File: config.mk
export PLATFORM = sky130hd
export DESIGN_NAME = poisoning_capture_chunk_queue_unit_flat
export DESIGN_NICKNAME = d
export VERILOG_FILES = /design/src/pccq_pkg.sv /design/src/pccq_if.sv /design/src/poisoning_capture_chunk_queue_unit.sv /design/src/flat_wrapper.sv
export SDC_FILE = /design/constraint.sdc
export NUM_CORES = 2
export LEC_CHECK = 0
export ABC_AREA = 1
export BUFFER_PORTS_ARGS = -buffer_cell sky130_fd_sc_hd__buf_2
export CORE_MARGIN = 5
export CORE_UTILIZATION = 40
export CTS_CLUSTER_DIAMETER = 150
export CTS_CLUSTER_SIZE = 25
export DETAILED_ROUTE_END_ITERATION = 6
export GPL_ROUTABILITY_DRIVEN = 0
export PLACE_DENSITY = 0.67
export REMOVE_ABC_BUFFERS = 1
export SKIP_CTS_REPAIR_TIMING = 1
export SLEW_MARGIN = 10
export SYNTH_ARGS = -nofsm -noshare
export SYNTH_HDL_FRONTEND = slang
export SYNTH_SLANG_ARGS = --single-unit
File: constraint.sdc
create_clock -name clk -period 16.51 [get_ports clk]
set_clock_uncertainty 0.1 [all_clocks]
set_input_delay 3.302 -clock clk [delete_from_list [all_inputs] [get_ports clk]]
set_output_delay 3.302 -clock clk [all_outputs]
set_load 0.05 [all_outputs]
File: src/pccq_pkg.sv
// ----------------------------------------------------------------------------
// pccq_pkg
// Shared types, codes and helpers for the poisoning capture chunk queue.
// ----------------------------------------------------------------------------
package pccq_pkg;

	localparam int QUEUE_SLOTS_DEF = 8;
	localparam logic [15:0] EXPECTED_BYTES_RST = 16'd1024;
	localparam logic [31:0] SAT_MAX = 32'hFFFF_FFFF;

	typedef enum logic [1:0] {
		CMD_PUSH     = 2'd0,
		CMD_TAKE     = 2'd1,
		CMD_EXT_DISC = 2'd2,
		CMD_METRIC   = 2'd3
	} cmd_t;

	typedef enum logic [2:0] {
		STS_ACCEPTED     = 3'd0,
		STS_DROP_INVALID = 3'd1,
		STS_DROP_DISC    = 3'd2,
		STS_DROP_FULL    = 3'd3,
		STS_CHUNK        = 3'd4,
		STS_EMPTY        = 3'd5,
		STS_RESET_EPOCH  = 3'd6,
		STS_DONE         = 3'd7
	} status_t;

	localparam logic [3:0] MET_ACCEPTED  = 4'd0;
	localparam logic [3:0] MET_DELIVERED = 4'd1;
	localparam logic [3:0] MET_DISCARDED = 4'd2;
	localparam logic [3:0] MET_OVERFLOW  = 4'd3;
	localparam logic [3:0] MET_SHAPE     = 4'd4;
	localparam logic [3:0] MET_SEQDISC   = 4'd5;
	localparam logic [3:0] MET_EXTDISC   = 4'd6;
	localparam logic [3:0] MET_RESETS    = 4'd7;
	localparam logic [3:0] MET_PEAK      = 4'd8;
	localparam logic [3:0] MET_DEPTH     = 4'd9;

	localparam int CNT_ACCEPTED  = 0;
	localparam int CNT_DELIVERED = 1;
	localparam int CNT_PROD_DISC = 2;
	localparam int CNT_CONS_DISC = 3;
	localparam int CNT_OVERFLOW  = 4;
	localparam int CNT_SHAPE     = 5;
	localparam int CNT_SEQDISC   = 6;
	localparam int CNT_EXTDISC   = 7;
	localparam int CNT_RESETS    = 8;
	localparam int CNT_TOTAL     = 9;

	typedef enum logic {
		ST_IDLE = 1'b0,
		ST_EXEC = 1'b1
	} state_t;

	typedef struct packed {
		logic [1:0]  command;
		logic [31:0] sequence_req;
		logic [63:0] captured_through_us;
		logic        playback_active;
		logic        payload_present;
		logic [15:0] byte_count;
		logic [3:0]  metric_index;
	} req_t;

	typedef struct packed {
		logic [2:0]  status;
		logic [2:0]  slot_index;
		logic [31:0] sequence_out;
		logic [63:0] timestamp_out;
		logic        playback_active_out;
		logic [31:0] metric_value;
	} rsp_t;

	function automatic logic [31:0] sat_inc(logic [31:0] v);
		return (v == SAT_MAX) ? v : v + 32'd1;
	endfunction

	function automatic logic [31:0] sat_add(logic [31:0] a, logic [31:0] b);
		logic [32:0] sum;
		sum = {1'b0, a} + {1'b0, b};
		return sum[32] ? SAT_MAX : sum[31:0];
	endfunction

endpackage

File: src/pccq_if.sv
// ----------------------------------------------------------------------------
// pccq_if
// Request, response and configuration channels of the chunk queue.
// ----------------------------------------------------------------------------
interface pccq_req_if;
	import pccq_pkg::*;
	logic valid;
	logic ready;
	req_t payload;
	modport source(output valid, output payload, input ready);
	modport sink(input valid, input payload, output ready);
endinterface

interface pccq_rsp_if;
	import pccq_pkg::*;
	logic valid;
	logic ready;
	rsp_t payload;
	modport source(output valid, output payload, input ready);
	modport sink(input valid, input payload, output ready);
endinterface

interface pccq_cfg_if;
	logic        valid;
	logic        ready;
	logic [15:0] data;
	modport source(output valid, output data, input ready);
	modport sink(input valid, input data, output ready);
endinterface

File: src/poisoning_capture_chunk_queue_unit.sv
// ----------------------------------------------------------------------------
// poisoning_capture_chunk_queue_unit
// Chunk descriptor FIFO that poisons itself on loss, with saturating metrics.
// ----------------------------------------------------------------------------
// Each request is captured in the idle state, which also reads the head
// slot from the descriptor memory (synchronous read); the exec state then
// checks, updates pointers and counters, writes the tail slot on a push and
// loads the response register. A held response stalls the exec state until
// it is taken, and no new request is accepted before the exec state ends.
// A new request is accepted while the previous response is still waiting.
// The config write port is always ready and is meant for idle periods only.
module poisoning_capture_chunk_queue_unit #(
	parameter int QUEUE_SLOTS = pccq_pkg::QUEUE_SLOTS_DEF
) (
	input  logic        clk,
	input  logic        arst_n,
	pccq_req_if.sink    req,
	pccq_rsp_if.source  rsp,
	pccq_cfg_if.sink    cfg
);
	import pccq_pkg::*;

	localparam int SW = $clog2(QUEUE_SLOTS);
	localparam int PW = SW + 1;
	localparam int DW = $clog2(QUEUE_SLOTS + 1);

	typedef struct packed {
		logic [31:0] seq;
		logic [63:0] ts;
		logic        act;
	} slot_t;

	slot_t       mem [QUEUE_SLOTS];
	slot_t       rd_data_q;
	slot_t       wr_data;
	logic        mem_we;
	logic [SW-1:0] wr_slot;
	logic [SW-1:0] rd_slot;

	state_t      state_q, state_d;
	req_t        req_q;
	rsp_t        rsp_q, rsp_d;
	logic        rsp_valid_q, rsp_valid_d;
	logic [15:0] exp_bytes_q;
	logic [PW-1:0] wp_q, wp_d, rp_q, rp_d;
	logic        poison_q, poison_d;
	logic        last_valid_q, last_valid_d;
	logic [31:0] last_seq_q, last_seq_d;
	logic [31:0] cnt_q [CNT_TOTAL];
	logic [31:0] cnt_d [CNT_TOTAL];
	logic [DW-1:0] peak_q, peak_d;
	logic [DW-1:0] depth;
	logic [PW:0]   diff;
	logic [31:0]   slot_wide;

	function automatic logic [SW-1:0] to_slot(logic [PW-1:0] p);
		return (p >= PW'(QUEUE_SLOTS)) ? SW'(p - PW'(QUEUE_SLOTS)) : SW'(p);
	endfunction

	function automatic logic [PW-1:0] ptr_inc(logic [PW-1:0] p);
		return (p == PW'(2 * QUEUE_SLOTS - 1)) ? '0 : p + PW'(1);
	endfunction

	assign req.ready = (state_q == ST_IDLE);
	assign cfg.ready = 1'b1;
	assign rsp.valid = rsp_valid_q;
	assign rsp.payload = rsp_q;

	assign rd_slot = to_slot(rp_q);
	assign wr_slot = to_slot(wp_q);

	always_comb begin
		if (wp_q >= rp_q) begin
			diff = {1'b0, wp_q} - {1'b0, rp_q};
		end else begin
			diff = {1'b0, wp_q} + (PW + 1)'(2 * QUEUE_SLOTS) - {1'b0, rp_q};
		end
		if (diff > (PW + 1)'(QUEUE_SLOTS)) begin
			depth = DW'(QUEUE_SLOTS);
		end else begin
			depth = DW'(diff);
		end
	end

	always_ff @(posedge clk) begin
		if (mem_we) begin
			mem[wr_slot] <= wr_data;
		end
		rd_data_q <= mem[rd_slot];
	end

	always_comb begin
		state_d      = state_q;
		rsp_d        = rsp_q;
		rsp_valid_d  = rsp_valid_q && !rsp.ready;
		wp_d         = wp_q;
		rp_d         = rp_q;
		poison_d     = poison_q;
		last_valid_d = last_valid_q;
		last_seq_d   = last_seq_q;
		peak_d       = peak_q;
		cnt_d        = cnt_q;
		mem_we       = 1'b0;
		wr_data      = '{seq: req_q.sequence_req, ts: req_q.captured_through_us,
			act: req_q.playback_active};
		slot_wide    = '0;

		case (state_q)
			ST_IDLE: begin
				if (req.valid) begin
					state_d = ST_EXEC;
				end
			end
			ST_EXEC: begin
				if (!rsp_valid_q || rsp.ready) begin
					state_d     = ST_IDLE;
					rsp_valid_d = 1'b1;
					rsp_d       = '0;
					rsp_d.status = STS_DONE;
					case (req_q.command)
						CMD_PUSH: begin
							last_seq_d = req_q.sequence_req;
							if (last_valid_q && req_q.sequence_req != last_seq_q + 32'd1) begin
								cnt_d[CNT_SEQDISC]   = sat_inc(cnt_q[CNT_SEQDISC]);
								cnt_d[CNT_PROD_DISC] = sat_inc(cnt_q[CNT_PROD_DISC]);
								poison_d     = 1'b1;
								rsp_d.status = STS_DROP_DISC;
							end else begin
								last_valid_d = 1'b1;
								if (!req_q.payload_present || req_q.byte_count != exp_bytes_q) begin
									cnt_d[CNT_SHAPE]     = sat_inc(cnt_q[CNT_SHAPE]);
									cnt_d[CNT_PROD_DISC] = sat_inc(cnt_q[CNT_PROD_DISC]);
									poison_d     = 1'b1;
									rsp_d.status = STS_DROP_INVALID;
								end else if (depth >= DW'(QUEUE_SLOTS)) begin
									cnt_d[CNT_OVERFLOW]  = sat_inc(cnt_q[CNT_OVERFLOW]);
									cnt_d[CNT_PROD_DISC] = sat_inc(cnt_q[CNT_PROD_DISC]);
									poison_d     = 1'b1;
									rsp_d.status = STS_DROP_FULL;
								end else begin
									mem_we = 1'b1;
									wp_d   = ptr_inc(wp_q);
									cnt_d[CNT_ACCEPTED] = sat_inc(cnt_q[CNT_ACCEPTED]);
									if (depth + DW'(1) > peak_q) begin
										peak_d = depth + DW'(1);
									end
									slot_wide        = 32'(wr_slot);
									rsp_d.status     = STS_ACCEPTED;
									rsp_d.slot_index = slot_wide[2:0];
								end
							end
						end
						CMD_TAKE: begin
							if (poison_q) begin
								poison_d = 1'b0;
								cnt_d[CNT_CONS_DISC] = sat_add(cnt_q[CNT_CONS_DISC], 32'(depth));
								rp_d = wp_q;
								cnt_d[CNT_RESETS] = sat_inc(cnt_q[CNT_RESETS]);
								rsp_d.status = STS_RESET_EPOCH;
							end else if (depth == '0) begin
								rsp_d.status = STS_EMPTY;
							end else begin
								slot_wide                 = 32'(rd_slot);
								rsp_d.status              = STS_CHUNK;
								rsp_d.slot_index          = slot_wide[2:0];
								rsp_d.sequence_out        = rd_data_q.seq;
								rsp_d.timestamp_out       = rd_data_q.ts;
								rsp_d.playback_active_out = rd_data_q.act;
								rp_d = ptr_inc(rp_q);
								cnt_d[CNT_DELIVERED] = sat_inc(cnt_q[CNT_DELIVERED]);
							end
						end
						CMD_EXT_DISC: begin
							cnt_d[CNT_EXTDISC] = sat_inc(cnt_q[CNT_EXTDISC]);
							poison_d = 1'b1;
						end
						default: begin
							case (req_q.metric_index)
								MET_ACCEPTED:  rsp_d.metric_value = cnt_q[CNT_ACCEPTED];
								MET_DELIVERED: rsp_d.metric_value = cnt_q[CNT_DELIVERED];
								MET_DISCARDED: rsp_d.metric_value =
									sat_add(cnt_q[CNT_PROD_DISC], cnt_q[CNT_CONS_DISC]);
								MET_OVERFLOW:  rsp_d.metric_value = cnt_q[CNT_OVERFLOW];
								MET_SHAPE:     rsp_d.metric_value = cnt_q[CNT_SHAPE];
								MET_SEQDISC:   rsp_d.metric_value = cnt_q[CNT_SEQDISC];
								MET_EXTDISC:   rsp_d.metric_value = cnt_q[CNT_EXTDISC];
								MET_RESETS:    rsp_d.metric_value = cnt_q[CNT_RESETS];
								MET_PEAK:      rsp_d.metric_value = 32'(peak_q);
								MET_DEPTH:     rsp_d.metric_value = 32'(depth);
								default:       rsp_d.metric_value = '0;
							endcase
						end
					endcase
				end
			end
			default: begin
				state_d = ST_IDLE;
			end
		endcase
	end

	always_ff @(posedge clk or negedge arst_n) begin
		if (!arst_n) begin
			state_q      <= ST_IDLE;
			rsp_valid_q  <= 1'b0;
			exp_bytes_q  <= EXPECTED_BYTES_RST;
			wp_q         <= '0;
			rp_q         <= '0;
			poison_q     <= 1'b0;
			last_valid_q <= 1'b0;
			last_seq_q   <= '0;
			peak_q       <= '0;
			for (int i = 0; i < CNT_TOTAL; i++) begin
				cnt_q[i] <= '0;
			end
		end else begin
			state_q      <= state_d;
			rsp_valid_q  <= rsp_valid_d;
			wp_q         <= wp_d;
			rp_q         <= rp_d;
			poison_q     <= poison_d;
			last_valid_q <= last_valid_d;
			last_seq_q   <= last_seq_d;
			peak_q       <= peak_d;
			cnt_q        <= cnt_d;
			if (cfg.valid) begin
				exp_bytes_q <= cfg.data;
			end
		end
	end

	always_ff @(posedge clk) begin
		if (req.valid && state_q == ST_IDLE) begin
			req_q <= req.payload;
		end
		rsp_q <= rsp_d;
	end

endmodule

File: src/flat_wrapper.sv
// flat-port wrapper written by rule: the top's interface ports become plain ports
module poisoning_capture_chunk_queue_unit_flat import pccq_pkg::*;
#(
	parameter int QUEUE_SLOTS = pccq_pkg::QUEUE_SLOTS_DEF
)
  (clk, arst_n, req_valid, req_payload, req_ready, rsp_valid, rsp_payload, rsp_ready, cfg_valid, cfg_data, cfg_ready);
  pccq_req_if req_i ();
  pccq_rsp_if rsp_i ();
  pccq_cfg_if cfg_i ();
  input  logic clk;
  input  logic arst_n;
  input wire logic [$bits(req_i.valid)-1:0] req_valid;
  input wire logic [$bits(req_i.payload)-1:0] req_payload;
  output wire logic [$bits(req_i.ready)-1:0] req_ready;
  output wire logic [$bits(rsp_i.valid)-1:0] rsp_valid;
  output wire logic [$bits(rsp_i.payload)-1:0] rsp_payload;
  input wire logic [$bits(rsp_i.ready)-1:0] rsp_ready;
  input wire logic [$bits(cfg_i.valid)-1:0] cfg_valid;
  input wire logic [$bits(cfg_i.data)-1:0] cfg_data;
  output wire logic [$bits(cfg_i.ready)-1:0] cfg_ready;
  assign req_i.valid = req_valid;
  assign req_i.payload = req_payload;
  assign req_ready = req_i.ready;
  assign rsp_valid = rsp_i.valid;
  assign rsp_payload = rsp_i.payload;
  assign rsp_i.ready = rsp_ready;
  assign cfg_i.valid = cfg_valid;
  assign cfg_i.data = cfg_data;
  assign cfg_ready = cfg_i.ready;
  poisoning_capture_chunk_queue_unit #(.QUEUE_SLOTS(QUEUE_SLOTS)) u_core (.clk(clk), .arst_n(arst_n), .req(req_i), .rsp(rsp_i), .cfg(cfg_i));
endmodule
==> impl_results.md <==
* Status: finished, violations left
* Failing checks: design-rule violations
* Vias at 47049
* Most frequent cells in the layout: nor2_1 (1105), nand2_1 (1086), edfxtp_1 (1031)
* Crit path capture type: flop
* Worst setup SP type: input pin
* Layout Nets at 6797
* DRC viols at 2
* RSZ-0062 raised after global routing: false
* Max frequency at roughly 150 MHz
* Row Count at between 100 and 150
* Fraction of registers with async set/reset at 23.8%
* Met1 usage at 25.9%
* Number of synthesized flops with an enable pin at a little over 1000
* P_sw at around 3.6 mW
* Clock Power Share at 20.5%
* Core area at between 150000 and 200000 um^2
* Leakage power total at 26.9 nW
* Reg clk slew, reported paths at 0.10 ns
* Internal cell power at 6.14 mW
* Rel. slew slack at 11.7%
* Vias/cell at between 5 and 6
* CP max stage delay at between 0.7 and 0.8 ns
* Post-synth top area share at 47.4%
* Avg WL per Cell at 19.8 um
* Vias in the first global route at ~45000
* Kind of critical path: in -> reg
* Top Usage Layer GRT: met2
* Setup TNS at 0 ns
* Peak supply drop at 0.157 mV
* Drt initial violations at 4806
* Average footprint of a synthesized cell at 10.2 um^2
* Max Root-Sink Buffers at 3
* Total Routed Length at roughly 180000 um
* Simple-gate share of the synthesized area at 17.3%
* Area leader, netlist: edfxtp_1
* YS warnings at 0
* Final period utilization at around two fifths
* Register area share after synthesis at approximately 64%
* Chip Height at 414 um
* Total track usage at 19.6%
* H-tree levels at 3
* Max Cap Viol at 0
* Worst-path maximum fanout at 57
* Top cells by area, synth: edfxtp_1 (47%), dfrtp_1 (13%), nor2_1 (6.4%), nand2_1 (6.2%), o21ai_0 (4.6%)
* Post-DRT Antenna Nets at 0
* Pwr Density at 138 nW/um^2
* HP Class: reg -> reg
* Final Hold Viols at 0
* Final setup vio count at 0
* Cell variety after synth at 60
* Yosys reg bits at 1480
* Sequential share of power at 50.7%
* CTS tree: yes
* Ys flop type: edfxtp_1
* DIE AREA at 171000 um^2
* First-pass GRT wire length at 267000 um
* Pre-antenna DRT Iters at 7
* Die X at between 400 and 500 um
* Combinational Power Share at 28.9%
* CP dominant cell by count: buf_4
* Post-synthesis xor/xnor area fraction at 3.88%
* Largest family of logic cells by synthesized area: simple AND/OR/NAND/NOR gates
* Initial Utilization at about 40%
* Worst path required time at 16.74 ns
* Port Buffers at 277
* Most common cell after layout, fill and taps aside: nor2_1
* Met3 usage at 2.74%
* I/O pins at 279
* Switching Share at 37.2%
* Met2 usage at 32.3%
* Largest net degree at the start of global routing at 217
* Clk_lat worst skew at 0.74 ns
* Area Growth Syn to Fin at 8.89%
* Antenna cells at 0
* Post-DP HPWL at 117000 um
* Post-synthesis compound-gate area fraction at between 8 and 9%
* Arr. time, crit path at 6.72 ns
* Worst Tran Pin Value at 1.29 ns
* Final Core Density at 43.7%
* Total clock sinks at 1480
* Layout cell share with drive strength beyond 1 at 7.30%
* Worst path slowest cell: buf_4
* Adder-cell share of the synthesized area at 1.18%
* Tmin final at 6.49 ns
* CP Cell Sequence: buf_2, inv_1, nand2_1, nand2_1, buf_4, nor2_4, clkinv_1, buf_4, nor2_2, nand2_1, nor2_4, buf_4, buf_4
* CTS buffer count at 69
* CTS Root Cell: clkbuf_16
* Post-Synthesis Cells at ~6400
* Initial antenna violation count at 2
* Slew Viols, Final at 0
* GR Overflow Total at 0
* Post-synthesis mux area share at 0.121%
* Synthesized cell area at between 60000 and 70000 um^2
-- registers in the layout, indices dropped and copies added (netlist names), 4 cells and up --
register            cells
u_core.rsp.payload    135
u_core.last_seq_q      32
u_core.peak_q           4
u_core.mem            776
u_core.rp_q             4
u_core.exp_bytes_q     16
u_core.wp_q             4
u_core.req_q          120
u_core.cnt_q          288
u_core.rd_data_q       97
-- power groups by stage --
| stage | Clock (mW) | Sequential (mW) | Combinational [mW] |
|---|---|---|---|
| floorplan | 0 | 5.38 | 1.54 |
| global placement | 0 | 5.02 | 2.80 |
| detailed placement | 0 | 5.03 | 2.84 |
| CTS | 2.05 | 4.96 | 2.86 |
| global route | 2.19 | 5.00 | 3.12 |
| finish | 2.00 | 4.95 | 2.83 |
-- critical path, delay by kind of cell --
kind | cells | cell delay [ns]
buffers and inverters | 7 | 1.87
and+or+nand+nor | 6 | 1.45
-- per-layer routing --
metal / wire (um) / share of wire (%)
met3: 11400 / 6.5
met1: 72000 / 41
met4: 8870 / 5.1
met2: 82900 / 47
met5: 13 / 0.0074
-- synthesized netlist by cell type, types with 7 or more instances --
cell type / number
nand4_1: 99
xor2_1: 238
inv_1: 555
a21oi_1: 97
o21ai_0: 596
buf_2: 20
nor4_1: 50
clkinv_1: 7
o21bai_1: 7
a31oi_1: 105
or2_2: 15
dfrtp_1: 351
nand3_1: 156
o2111ai_1: 16
a2111oi_0: 7
nor3_1: 160
mux2_2: 7
edfxtp_1: 1031
a211oi_1: 14
xnor2_1: 51
o21ai_1: 42
buf_1: 17
o221ai_1: 10
o22ai_1: 131
nor2_2: 7
nor2_1: 1115
ha_1: 57
a221oi_1: 7
clkbuf_1: 197
and3_1: 8
dfxtp_1: 97
nand2_1: 1087
-- layout make-up --
type / count / area (um^2)
multi-input combinational: 4144 / 20600
sequential: 1480 / 41700
inverter: 567 / 2150
tap: 2175 / 2720
timing repair buffer: 334 / 1860
fill: 15356 / 91500
clock inverter: 8 / 158
clock buffer: 115 / 1920
-- logic make-up (layout without fill, tap and decap cells) --
kind of cell,Yosys count,count (layout)
flip-flops,1480,1480
adder cells (fa/ha/maj),60,60
other,1,1
AO/OA/AOI/OAI,1051,1051
multiplexers,7,7
XOR/XNOR,289,289
buffers and inverters,809,1024
AND/OR/NAND/NOR,2736,2736
-- final timing paths --
check / startpoint / end / slack (ns) / depth (start not counted)
hold / removal: u_core.cnt_q[154] / u_core.cnt_q[154] / 0.40 / 2
min in group asynchronous: arst_n / u_core.cnt_q[182] / 2.49 / 1
hold reg to reg: u_core.cnt_q[154] / u_core.cnt_q[154] / 0.40 / 2
max in group asynchronous: arst_n / u_core.exp_bytes_q[13] / 11.59 / 3
setup / recovery: rsp_ready / u_core.mem[5][70] / 10.02 / 13
setup reg to reg: u_core.rp_q[0] / u_core.cnt_q[185] / 10.48 / 22
-- stage by stage --
stage                     power, mW  instance area [um^2]  hold WS (ns)  std cells  setup WS (ns)
after floorplan                6.92                 64300         0.350       6191          0.462
final                          9.78                 71100         0.401       8823          10.02
after global routing           10.3                 71100         0.425       8823           9.81
after CTS                      9.87                 71100         0.399       8823          10.02
after detailed placement       7.88                 69000         0.373       8700           9.25
after global placement         7.82                 69000         0.364       8700           9.22
Power figures use the tool's default switching activity.
